### src/rtl/core/bffa_pkg.sv
// shared constants and controller/datapath interface types for the bitmap allocator
`default_nettype none

package bffa_pkg;

    localparam int DEF_ROWS = 16;
    localparam int DEF_COLS = 32;

    localparam int OP_W     = 1;
    localparam int IDX_W    = 9;
    localparam int STATUS_W = 2;
    localparam int COUNT_W  = 10;

    localparam logic [OP_W-1:0] OP_ALLOC = 1'b0;
    localparam logic [OP_W-1:0] OP_FREE  = 1'b1;

    localparam logic [STATUS_W-1:0] STATUS_OK       = 2'd0;
    localparam logic [STATUS_W-1:0] STATUS_FULL     = 2'd1;
    localparam logic [STATUS_W-1:0] STATUS_BAD_FREE = 2'd2;

    typedef struct packed {
        logic clear;
        logic load;
        logic scan;
        logic alloc_commit;
        logic divide;
        logic split;
        logic free_commit;
        logic range_fail;
        logic out_load;
    } bffa_cmd_t;

    typedef struct packed {
        logic req_free;
        logic clr_last;
        logic scan_hit;
        logic scan_miss_last;
        logic in_range;
        logic out_free;
    } bffa_sts_t;

endpackage

`default_nettype wire

### src/rtl/core/bffa_ctrl.sv
// sequencing state machine: clearing pass, row scan and free steps
`default_nettype none

module bffa_ctrl
    import bffa_pkg::*;
(
    input  wire logic      aclk,
    input  wire logic      aresetn,
    input  wire logic      s_valid,
    output logic           s_ready,
    input  wire bffa_sts_t sts,
    output bffa_cmd_t      cmd
);

    typedef enum logic [6:0] {
        S_CLEAR  = 7'b0000001,
        S_IDLE   = 7'b0000010,
        S_SCAN   = 7'b0000100,
        S_FDIV   = 7'b0001000,
        S_FSPLIT = 7'b0010000,
        S_FCHECK = 7'b0100000,
        S_RESP   = 7'b1000000
    } state_t;

    state_t state_reg, state_next;

    always_ff @(posedge aclk) begin
        if (!aresetn) begin
            state_reg <= S_CLEAR;
        end else begin
            state_reg <= state_next;
        end
    end

    assign s_ready = (state_reg == S_IDLE);

    always_comb begin
        state_next = state_reg;
        cmd        = '0;
        case (state_reg)
            S_CLEAR: begin
                cmd.clear = 1'b1;
                if (sts.clr_last) begin
                    state_next = S_IDLE;
                end
            end
            S_IDLE: begin
                if (s_valid) begin
                    cmd.load   = 1'b1;
                    state_next = sts.req_free ? S_FDIV : S_SCAN;
                end
            end
            S_SCAN: begin
                cmd.scan         = 1'b1;
                cmd.alloc_commit = 1'b1;
                if (sts.scan_hit || sts.scan_miss_last) begin
                    state_next = S_RESP;
                end
            end
            S_FDIV: begin
                if (sts.in_range) begin
                    cmd.divide = 1'b1;
                    state_next = S_FSPLIT;
                end else begin
                    cmd.range_fail = 1'b1;
                    state_next     = S_RESP;
                end
            end
            S_FSPLIT: begin
                cmd.split  = 1'b1;
                state_next = S_FCHECK;
            end
            S_FCHECK: begin
                cmd.free_commit = 1'b1;
                state_next      = S_RESP;
            end
            S_RESP: begin
                if (sts.out_free) begin
                    cmd.out_load = 1'b1;
                    state_next   = S_IDLE;
                end
            end
            default: begin
                state_next = S_IDLE;
            end
        endcase
    end

endmodule

`default_nettype wire

### src/rtl/core/bffa_datapath.sv
// bitmap memory, row scan pipeline, index split, free counter and result register
`default_nettype none

module bffa_datapath
    import bffa_pkg::*;
#(
    parameter int ROWS = DEF_ROWS,
    parameter int COLS = DEF_COLS
) (
    input  wire logic                aclk,
    input  wire logic                aresetn,
    input  wire bffa_cmd_t           cmd,
    output bffa_sts_t                sts,
    input  wire logic [OP_W-1:0]     s_operation,
    input  wire logic [IDX_W-1:0]    s_entry_index,
    output logic                     m_valid,
    input  wire logic                m_ready,
    output logic [STATUS_W-1:0]      m_status,
    output logic [IDX_W-1:0]         m_granted_index,
    output logic [COUNT_W-1:0]       m_free_count
);

    localparam int TOTAL  = ROWS * COLS;
    localparam int ROW_W  = (ROWS > 1) ? $clog2(ROWS) : 1;
    localparam int COL_W  = (COLS > 1) ? $clog2(COLS) : 1;
    localparam int SA_W   = $clog2(ROWS + 1);
    localparam int CNT_W  = $clog2(TOTAL + 1);
    localparam int WIDE_W = (CNT_W > COUNT_W) ? CNT_W : COUNT_W;
    localparam int COL_L  = $clog2(COLS);
    localparam int DIV_SH = IDX_W + COL_L;
    localparam int RECIP  = ((2 ** DIV_SH) + COLS - 1) / COLS;
    localparam int PW     = DIV_SH + IDX_W + 1;

    localparam logic [COLS-1:0] ONE_BIT = COLS'(1);

    logic [COLS-1:0] mem [ROWS];

    logic [ROW_W-1:0]    clr_addr_reg;
    logic [SA_W-1:0]     scan_addr_reg;
    logic [ROW_W-1:0]    chk_row_reg;
    logic                chk_valid_reg;
    logic [COLS-1:0]     rd_reg;
    logic [IDX_W-1:0]    idx_reg;
    logic [IDX_W-1:0]    q_reg;
    logic [COL_W-1:0]    col_reg;
    logic [CNT_W-1:0]    cnt_reg;
    logic [STATUS_W-1:0] res_status_reg;
    logic [IDX_W-1:0]    res_grant_reg;
    logic                m_valid_reg;
    logic [STATUS_W-1:0] m_status_reg;
    logic [IDX_W-1:0]    m_granted_reg;
    logic [COUNT_W-1:0]  m_count_reg;

    logic                scan_issue;
    logic                any_zero;
    logic [COL_W-1:0]    first_col;
    logic                hit;
    logic                bit_set;
    logic [WIDE_W-1:0]   grant_wide;
    logic [WIDE_W-1:0]   cnt_wide;
    logic [PW-1:0]       div_prod;
    logic [IDX_W-1:0]    rem;
    logic [ROW_W-1:0]    free_row;
    logic                we;
    logic [ROW_W-1:0]    waddr;
    logic [COLS-1:0]     wdata;
    logic [ROW_W-1:0]    raddr;
    logic                out_free;

    // lowest clear column of the row under check
    always_comb begin
        first_col = '0;
        for (int c = COLS - 1; c >= 0; c--) begin
            if (!rd_reg[c]) begin
                first_col = COL_W'(c);
            end
        end
    end

    assign any_zero   = ~&rd_reg;
    assign hit        = chk_valid_reg && any_zero;
    assign scan_issue = cmd.scan && (scan_addr_reg < SA_W'(ROWS));
    assign bit_set    = rd_reg[col_reg];
    assign grant_wide = WIDE_W'(chk_row_reg) * WIDE_W'(COLS) + WIDE_W'(first_col);
    assign cnt_wide   = WIDE_W'(cnt_reg);
    assign div_prod   = PW'(idx_reg) * PW'(RECIP);
    assign rem        = idx_reg - IDX_W'(q_reg * IDX_W'(COLS));
    assign free_row   = ROW_W'(q_reg);
    assign out_free   = !m_valid_reg || m_ready;

    assign sts.req_free       = (s_operation == OP_FREE);
    assign sts.clr_last       = (clr_addr_reg == ROW_W'(ROWS - 1));
    assign sts.scan_hit       = hit;
    assign sts.scan_miss_last = chk_valid_reg && !any_zero
                                && (chk_row_reg == ROW_W'(ROWS - 1));
    assign sts.in_range       = (WIDE_W'(idx_reg) < WIDE_W'(TOTAL));
    assign sts.out_free       = out_free;

    always_comb begin
        we    = 1'b0;
        waddr = chk_row_reg;
        wdata = rd_reg | (ONE_BIT << first_col);
        if (cmd.clear) begin
            we    = 1'b1;
            waddr = clr_addr_reg;
            wdata = '0;
        end else if (cmd.alloc_commit && hit) begin
            we = 1'b1;
        end else if (cmd.free_commit && bit_set) begin
            we    = 1'b1;
            waddr = free_row;
            wdata = rd_reg & ~(ONE_BIT << col_reg);
        end
    end

    assign raddr = cmd.split ? free_row : scan_addr_reg[ROW_W-1:0];

    always_ff @(posedge aclk) begin
        if (we) begin
            mem[waddr] <= wdata;
        end
        rd_reg <= mem[raddr];
    end

    always_ff @(posedge aclk) begin
        if (!aresetn) begin
            clr_addr_reg  <= '0;
            scan_addr_reg <= '0;
            chk_valid_reg <= 1'b0;
            cnt_reg       <= CNT_W'(TOTAL);
            m_valid_reg   <= 1'b0;
        end else begin
            if (cmd.clear) begin
                clr_addr_reg <= clr_addr_reg + 1'b1;
            end
            if (cmd.load) begin
                scan_addr_reg <= '0;
                chk_valid_reg <= 1'b0;
            end else begin
                if (scan_issue) begin
                    scan_addr_reg <= scan_addr_reg + 1'b1;
                end
                chk_valid_reg <= scan_issue;
            end
            if (cmd.alloc_commit && hit) begin
                cnt_reg <= cnt_reg - 1'b1;
            end else if (cmd.free_commit && bit_set) begin
                cnt_reg <= cnt_reg + 1'b1;
            end
            if (cmd.out_load) begin
                m_valid_reg <= 1'b1;
            end else if (m_ready) begin
                m_valid_reg <= 1'b0;
            end
        end
    end

    always_ff @(posedge aclk) begin
        chk_row_reg <= scan_addr_reg[ROW_W-1:0];
        if (cmd.load) begin
            idx_reg <= s_entry_index;
        end
        if (cmd.divide) begin
            q_reg <= div_prod[DIV_SH +: IDX_W];
        end
        if (cmd.split) begin
            col_reg <= rem[COL_W-1:0];
        end
        if (cmd.alloc_commit) begin
            if (hit) begin
                res_status_reg <= STATUS_OK;
                res_grant_reg  <= grant_wide[IDX_W-1:0];
            end else begin
                res_status_reg <= STATUS_FULL;
                res_grant_reg  <= '0;
            end
        end
        if (cmd.free_commit) begin
            res_status_reg <= bit_set ? STATUS_OK : STATUS_BAD_FREE;
            res_grant_reg  <= '0;
        end
        if (cmd.range_fail) begin
            res_status_reg <= STATUS_BAD_FREE;
            res_grant_reg  <= '0;
        end
        if (cmd.out_load) begin
            m_status_reg  <= res_status_reg;
            m_granted_reg <= res_grant_reg;
            m_count_reg   <= cnt_wide[COUNT_W-1:0];
        end
    end

    assign m_valid         = m_valid_reg;
    assign m_status        = m_status_reg;
    assign m_granted_index = m_granted_reg;
    assign m_free_count    = m_count_reg;

    a_count_bound: assert property (@(posedge aclk) disable iff (!aresetn)
        cnt_reg <= CNT_W'(TOTAL))
        else $error("free count above total entries");

    a_load_slot: assert property (@(posedge aclk) disable iff (!aresetn)
        cmd.out_load |-> out_free)
        else $error("result register overwritten while occupied");

    a_grant_zero: assert property (@(posedge aclk) disable iff (!aresetn)
        m_valid_reg && (m_status_reg != STATUS_OK) |-> (m_granted_reg == '0))
        else $error("nonzero index on a failed request");

    a_full_empty: assert property (@(posedge aclk) disable iff (!aresetn)
        cmd.alloc_commit && sts.scan_miss_last |-> (cnt_reg == '0))
        else $error("bitmap full while free count nonzero");

endmodule

`default_nettype wire

### src/rtl/core/bitmap_first_free_allocator_core.sv
// top level of the bitmap first-free entry allocator
//
// Allocates and frees entries of a BITMAP_ROWS x BITMAP_COLS used-bit bitmap held in
// a one-port-read memory, one row per word. After reset a clearing pass writes every
// row to zero while s_ready is low. An allocate transaction streams rows through the
// single read port, one row per cycle, and reports its result after it finds the row
// with the lowest free entry or has checked the last row of a full bitmap. A free
// transaction splits the index by reciprocal multiply, reads the row and updates it;
// an out-of-range index skips these steps. One transaction is worked on at a time; a
// new one is taken while the previous result still waits in the output register.
`default_nettype none

module bitmap_first_free_allocator_core
    import bffa_pkg::*;
#(
    parameter int BITMAP_ROWS = DEF_ROWS,
    parameter int BITMAP_COLS = DEF_COLS
) (
    input  wire logic                aclk,
    input  wire logic                aresetn,
    input  wire logic                s_valid,
    output logic                     s_ready,
    input  wire logic [OP_W-1:0]     s_operation,
    input  wire logic [IDX_W-1:0]    s_entry_index,
    output logic                     m_valid,
    input  wire logic                m_ready,
    output logic [STATUS_W-1:0]      m_status,
    output logic [IDX_W-1:0]         m_granted_index,
    output logic [COUNT_W-1:0]       m_free_count
);

    bffa_cmd_t cmd;
    bffa_sts_t sts;

    bffa_ctrl u_ctrl (
        .aclk    (aclk),
        .aresetn (aresetn),
        .s_valid (s_valid),
        .s_ready (s_ready),
        .sts     (sts),
        .cmd     (cmd)
    );

    bffa_datapath #(
        .ROWS (BITMAP_ROWS),
        .COLS (BITMAP_COLS)
    ) u_datapath (
        .aclk            (aclk),
        .aresetn         (aresetn),
        .cmd             (cmd),
        .sts             (sts),
        .s_operation     (s_operation),
        .s_entry_index   (s_entry_index),
        .m_valid         (m_valid),
        .m_ready         (m_ready),
        .m_status        (m_status),
        .m_granted_index (m_granted_index),
        .m_free_count    (m_free_count)
    );

endmodule

`default_nettype wire
### config.mk
export PLATFORM = sky130hd
export DESIGN_NAME = bitmap_first_free_allocator_core
export DESIGN_NICKNAME = d
export VERILOG_FILES = /design/src/rtl/core/bffa_pkg.sv /design/src/rtl/core/bffa_ctrl.sv /design/src/rtl/core/bffa_datapath.sv /design/src/rtl/core/bitmap_first_free_allocator_core.sv
export SDC_FILE = /design/constraint.sdc
export NUM_CORES = 1
export LEC_CHECK = 0
export BUFFER_PORTS_ARGS = -buffer_cell sky130_fd_sc_hd__buf_2
export CORE_ASPECT_RATIO = 1.5
export CORE_UTILIZATION = 45
export CTS_BUF_LIST = sky130_fd_sc_hd__clkbuf_4
export DETAILED_ROUTE_END_ITERATION = 8
export PLACE_DENSITY = 0.7
export SLEW_MARGIN = 5
export SYNTH_ARGS = -nofsm -noshare
export SYNTH_HDL_FRONTEND = slang
export SYNTH_SLANG_ARGS = --single-unit
### constraint.sdc
create_clock -name aclk -period 4.95 [get_ports aclk]
set_clock_uncertainty 0.1 [all_clocks]
set_input_delay 0.2475 -clock aclk [delete_from_list [all_inputs] [get_ports aclk]]
set_output_delay 0.2475 -clock aclk [all_outputs]
set_load 0.01 [all_outputs]
# Yosys cells after proc, flatten, opt, wreduce, memory -nomap -nowiden
# Memories as Yosys holds them, arrays and structs flattened. A register that Yosys moved wholly into a read port is not among the register bits.
# Index checks and enable logic that the tools add are counted.
[word_totals]
reg_bits = 82
ramBits = 512
output_inout_bits = 23
wordCells = 129
memories = 1
[classes]
n_addsub = 6
magnitude_cmp = 2
eq_ne = 13
shift = 2
mux = 70
bitwise_logic = 4
reduce_logical = 16
[mem_list]
columns = ["memory", "depth", "word_bits", "read_ports", "rd_ports_with_merged_regs", "wr", "line_no", "text"]
rows = [
  ["u_datapath.mem", 16, 32, 1, 1, 1, "bffa_datapath.sv:36", "logic [COLS-1:0] mem [ROWS];"],
]
[op_table]
columns = ["op", "n"]
rows = [
  ["$mux 5", 32],
  ["$mux 32", 3],
  ["$shl 1x5->32 const A", 2],
  ["$pmux 7 s7", 1],
  ["$and 32x32->32", 1],
  ["$not 32->32", 1],
  ["$or 32x32->32", 1],
  ["$reduce_and 32->1", 1],
  ["$mux 7", 4],
  ["$mux 10", 2],
  ["$mux 4", 5],
  ["$mux 1", 17],
  ["$add 10x1->10 const B", 1],
  ["$sub 10x1->10 const B", 1],
  ["$add 9x5->9", 1],
  ["$mux 9", 1],
  ["$eq 4x4->1 const B", 2],
  ["$mux 2", 4],
  ["$eq 7x1->1 const B", 1],
  ["$eq 7x2->1 const B", 1],
  ["$eq 7x3->1 const B", 1],
  ["$eq 7x4->1 const B", 1],
  ["$eq 7x5->1 const B", 1],
  ["$eq 7x6->1 const B", 1],
  ["other kinds (16)", 27],
]

# Logic depth before layout (Yosys ltp)
[depth]
word_depth = 37
depth_mapped = 13

# Cells and area by module
# A second synthesis with hierarchy kept.
[hier_totals]
cells_unflattened = 1438
area_unflattened_um2 = 25077.8
[by_module_without_submodules]
columns = ["module", "instances", "cells_per_inst", "area_per_inst_um2", "seq_area_each_um2"]
rows = [
  ["bffa_datapath", 1, 1385, 24631.1, 17907.2],
  ["bffa_ctrl", 1, 53, 446.7, 140.1],
]

# Worst setup path after synthesis
# Ideal clock, no wire load.
[synth_timing]
path_type = "flip-flop to flip-flop"
from = "reg u_datapath.col_reg[0]"
to = "mem u_datapath.mem[8][0] (netlist bit) (enable)"
setup_ns = 0.421
arrival_time_ns = 3.807
setup_slack_ns = 0.622
stages_incl_launch_ff = 11
n_path_buf = 3
period_less_slack_ns = 4.328
cell_sequence = "edfxtp_1 > buf_6 > buf_12 > mux4_2 > mux2i_1 > mux4_2 > nand2b_4 > buf_6 > mux2_4 > a211o_1 > nor2_1"
[synth_between]
elab_chain_len = 8
elab_cells_between_ends = 11
classes_between = "10 x mux; 1 x reduce/logical"
[synth_rtl]
columns = ["element", "line_no", "text"]
rows = [
  ["start: declaration", "bffa_datapath.sv:45", "logic [COL_W-1:0] col_reg;"],
  ["start signal: assignment", "bffa_datapath.sv:167", "col_reg <= rem[COL_W-1:0];"],
  ["$bmux 1 s5 *", "bffa_datapath.sv:83", "assign bit_set = rd_reg[col_reg];"],
  ["$mux 1 (implied by the code) *", "bffa_datapath.sv:83", ""],
  ["$logic_and 1x1->1 *", "bffa_datapath.sv:109", "end else if (cmd.free_commit && bit_set) begin"],
  ["$mux 1", "bffa_datapath.sv:109", ""],
  ["$mux 1", "bffa_datapath.sv:107", "end else if (cmd.alloc_commit && hit) begin"],
  ["$mux 1", "bffa_datapath.sv:103", "if (cmd.clear) begin"],
  ["$mux 1", "bffa_datapath.sv:119", "if (we) begin"],
  ["$mux 1 (implied by the code)", "bffa_datapath.sv:120", "mem[waddr] <= wdata;"],
  ["end: declaration", "bffa_datapath.sv:36", ""],
]
# Mark *: on every way between the ends. The rest lies on a longest branch, timed or not. The select of a mux whose other input is x is not followed.

# Worst setup path after layout
[layout_timing]
from = "reg u_datapath.col_reg[0]"
to = "mem u_datapath.mem[0][19] (netlist bit) (enable)"
# Same word-level chain as after synthesis.

==> impl_metrics.ini <==
[routing]
wl_mm = 61.1
wl_per_cell_um = 23.2
ant_nets = 0
vias = 15400
drtIter0Drc = 1172
first_pass_iters = 7
drcViolationCount = 0
via_per_inst = 5.84

[floorplanning]
core_um2 = 54800
fp-row-count = 105
io_pins = 37
start_util_pct = 45.6
die_x_um = 194
die_area_um2 = 56400
dieHeight_um = 290

[clock_tree]
insertion_delay_ps = 870
post_cts_buffers = 0
numCtsBuffers = 139
cts_sinks = 626
cts_tree = built
clockBufferDepth = 3
path_clk_slew_ps = 80
cts_root_buf = clkbuf_4
htree_levels = 4

[synthesis]
ys.flop_type = edfxtp_1
synth_top_area_share_pct = 66.5
syn_area_per_cell_um2 = 15.2
ys_top_cells_by_area = edfxtp_1, mux4_2, dfxtp_1
async_reset_ff_share_pct = 0
syn_nets = 1666
yosysWarnings = 0
netlist_area_um2 = 25000
synth_top_cell_by_area = edfxtp_1
synth_cells = 1641
ys_ff_latch = 626
yosysSeqAreaShare_pct = 72.4
synth-edff-count = 553
synth_common_cells = edfxtp_1, nand2_1, nand3_1, dfxtp_1, mux4_2
synth.most_common_cell = edfxtp_1
synth_cell_types = 68

[power_and_ir_drop]
power.leakage_nw = 9.66
p_per_area_nw_per_um2 = 529
vdd_ir_drop_max_uv = 383

[global_route]
grt_max_degree = 64
grt_pass1_wl_mm = 92.7
first_global_vias = 15800
grt_overflow_total = 0
track_usage_pct = 22.0
antenna_found_initial = 2

[timing]
worstMarginPinSlew_ps = 1160
min_period_ps = 4230
finalHoldViolations = 0
max-slew-margin-rel_pct = 22.8
rsz0062_at_grt = false
finalSetupViolations = 0
holdWs_ps = 107
fin_crit_sh_pct = 85.5
fmax_ghz = 0.236
final_max_slew_viol_count = 0
final.setup.tns_ps = 0

[cells_and_area]
seq_area_um2 = 18100
drive_above_1_share_pct = 22.4
fin_nets = 1859
largest_reg_flops = 512
area_growth_pct = 14.5
multi_input_area_um2 = 6610
fillers = 4362
fin_util_pct = 52.2

[critical_path]
arrival_ps = 4590
worstSetupEndpointType = register
worstSetupPathType = reg -> reg
critPathRequiredTime_ps = 5310
crit_fanout = 32
cp-start-kind = register

[place]
gp_congestion = 0.913
hpwl_mm = 37.1
portBuffers = 36

[flow_run]
cap_viol_max_count = 0

[min_path]
min_path_type = in -> reg

[outcome]
status = finished clean
## what timing repair did
item / 4_1_cts / 5_1_grt
gates resized for setup: 0 / 0
hold endpoints to repair: 37 / 0
hold buffers: 24 / 0
setup endpoints to repair: 0 / 0
## worst max-delay path, cell delays in order, from the launching register on
cell,delay [ps]
edfxtp_1,790
mux4_1,640
mux2i_1,180
mux4_2,360
nand2b_4,280
mux2i_1,370
o211ai_1,390
nor2_4,200
buf_4,500
## final timing paths
| check | startpoint | end | slack (ps) | cells past startpoint |
|---|---|---|---|---|
| worst min register to register | u_datapath.idx_reg[5] | u_datapath.q_reg[0] | 310 | 0 |
| worst min-delay path | s_entry_index[4] | u_datapath.idx_reg[4] | 110 | 2 |
| worst max-delay path | u_datapath.col_reg[0] | u_datapath.mem[0][19] | 720 | 8 |
| worst max register to register | u_datapath.col_reg[0] | u_datapath.mem[0][19] | 720 | 8 |
## power breakdown
part           switching (mW)  leakage, nW  internal [mW]
logic                    2.23         2.92          0.890
clock network            1.94         1.05           2.09
registers               0.416         5.68           7.56
## placed cells by master, fill, tap and decap left out, drive strengths merged, types with 7 or more instances in the layout
| cell type | n |
|---|---|
| buf | 113 |
| a21boi | 10 |
| nand3 | 141 |
| nor3 | 8 |
| a211oi | 34 |
| nand4 | 11 |
| edfxtp | 553 |
| nor2b | 7 |
| or3 | 8 |
| o311ai | 10 |
| dfxtp | 73 |
| o21ai | 45 |
| o31ai | 33 |
| nand2 | 248 |
| nand2b | 8 |
| a21oi | 14 |
| dlygate4sd3 | 24 |
| a22oi | 35 |
| mux2i | 13 |
| ha | 10 |
| clkinv | 27 |
| inv | 18 |
| mux4 | 73 |
| xnor2 | 10 |
| and2 | 41 |
| clkbuf | 202 |
| o211ai | 28 |
| nor2 | 60 |
## cell families (layout without fill, tap and decap cells)
| logic type | Yosys count | in the layout | synth area share (%) |
|---|---|---|---|
| mux | 90 | 90 | 7.39 |
| other cells | 0 | 1 | 0 |
| fa+ha+maj | 11 | 11 | 0.582 |
| flops | 626 | 626 | 72.4 |
| buf+inv | 99 | 393 | 1.82 |
| simple gates | 561 | 561 | 10.5 |
| compound gates | 241 | 241 | 6.89 |
| xor+xnor | 13 | 13 | 0.456 |
## per-layer routing
metal | track usage, % | vias to the layer above | part of all wire (%)
met2 | 40.3 | 583 | 54
met4 | 11.1 | 2 | 4.1
met5 | 0 | - | 0.013
met1 | 24.5 | 7764 | 37
li1 | - | 6856 | -
met3 | 3.45 | 148 | 5.4
## stage by stage
| stage | worst slack, ps | power, mW | instance area [um2] | std cells |
|---|---|---|---|---|
| 2_1_floorplan | 622 | 9.64 | 25000 | 1641 |
| 3_3_place_gp | 847 | 11.0 | 26500 | 2364 |
| 3_5_place_dp | 728 | 11.2 | 26500 | 2364 |
| 4_1_cts | 695 | 15.2 | 28600 | 2630 |
| 5_1_grt | 501 | 15.8 | 28600 | 2631 |
| 6_report | 719 | 15.1 | 28600 | 2631 |
## cell type report
type	instances	share of cell area (%)
clock buffer	202	5.30
clock inverter	40	1.02
multi-input combinational	916	23.1
inverter	14	0.184
antenna	1	0.00875
timing repair buffer	137	4.11
sequential	626	63.2
tap	695	3.04
Note: power is estimated with default switching activity, not from simulation.
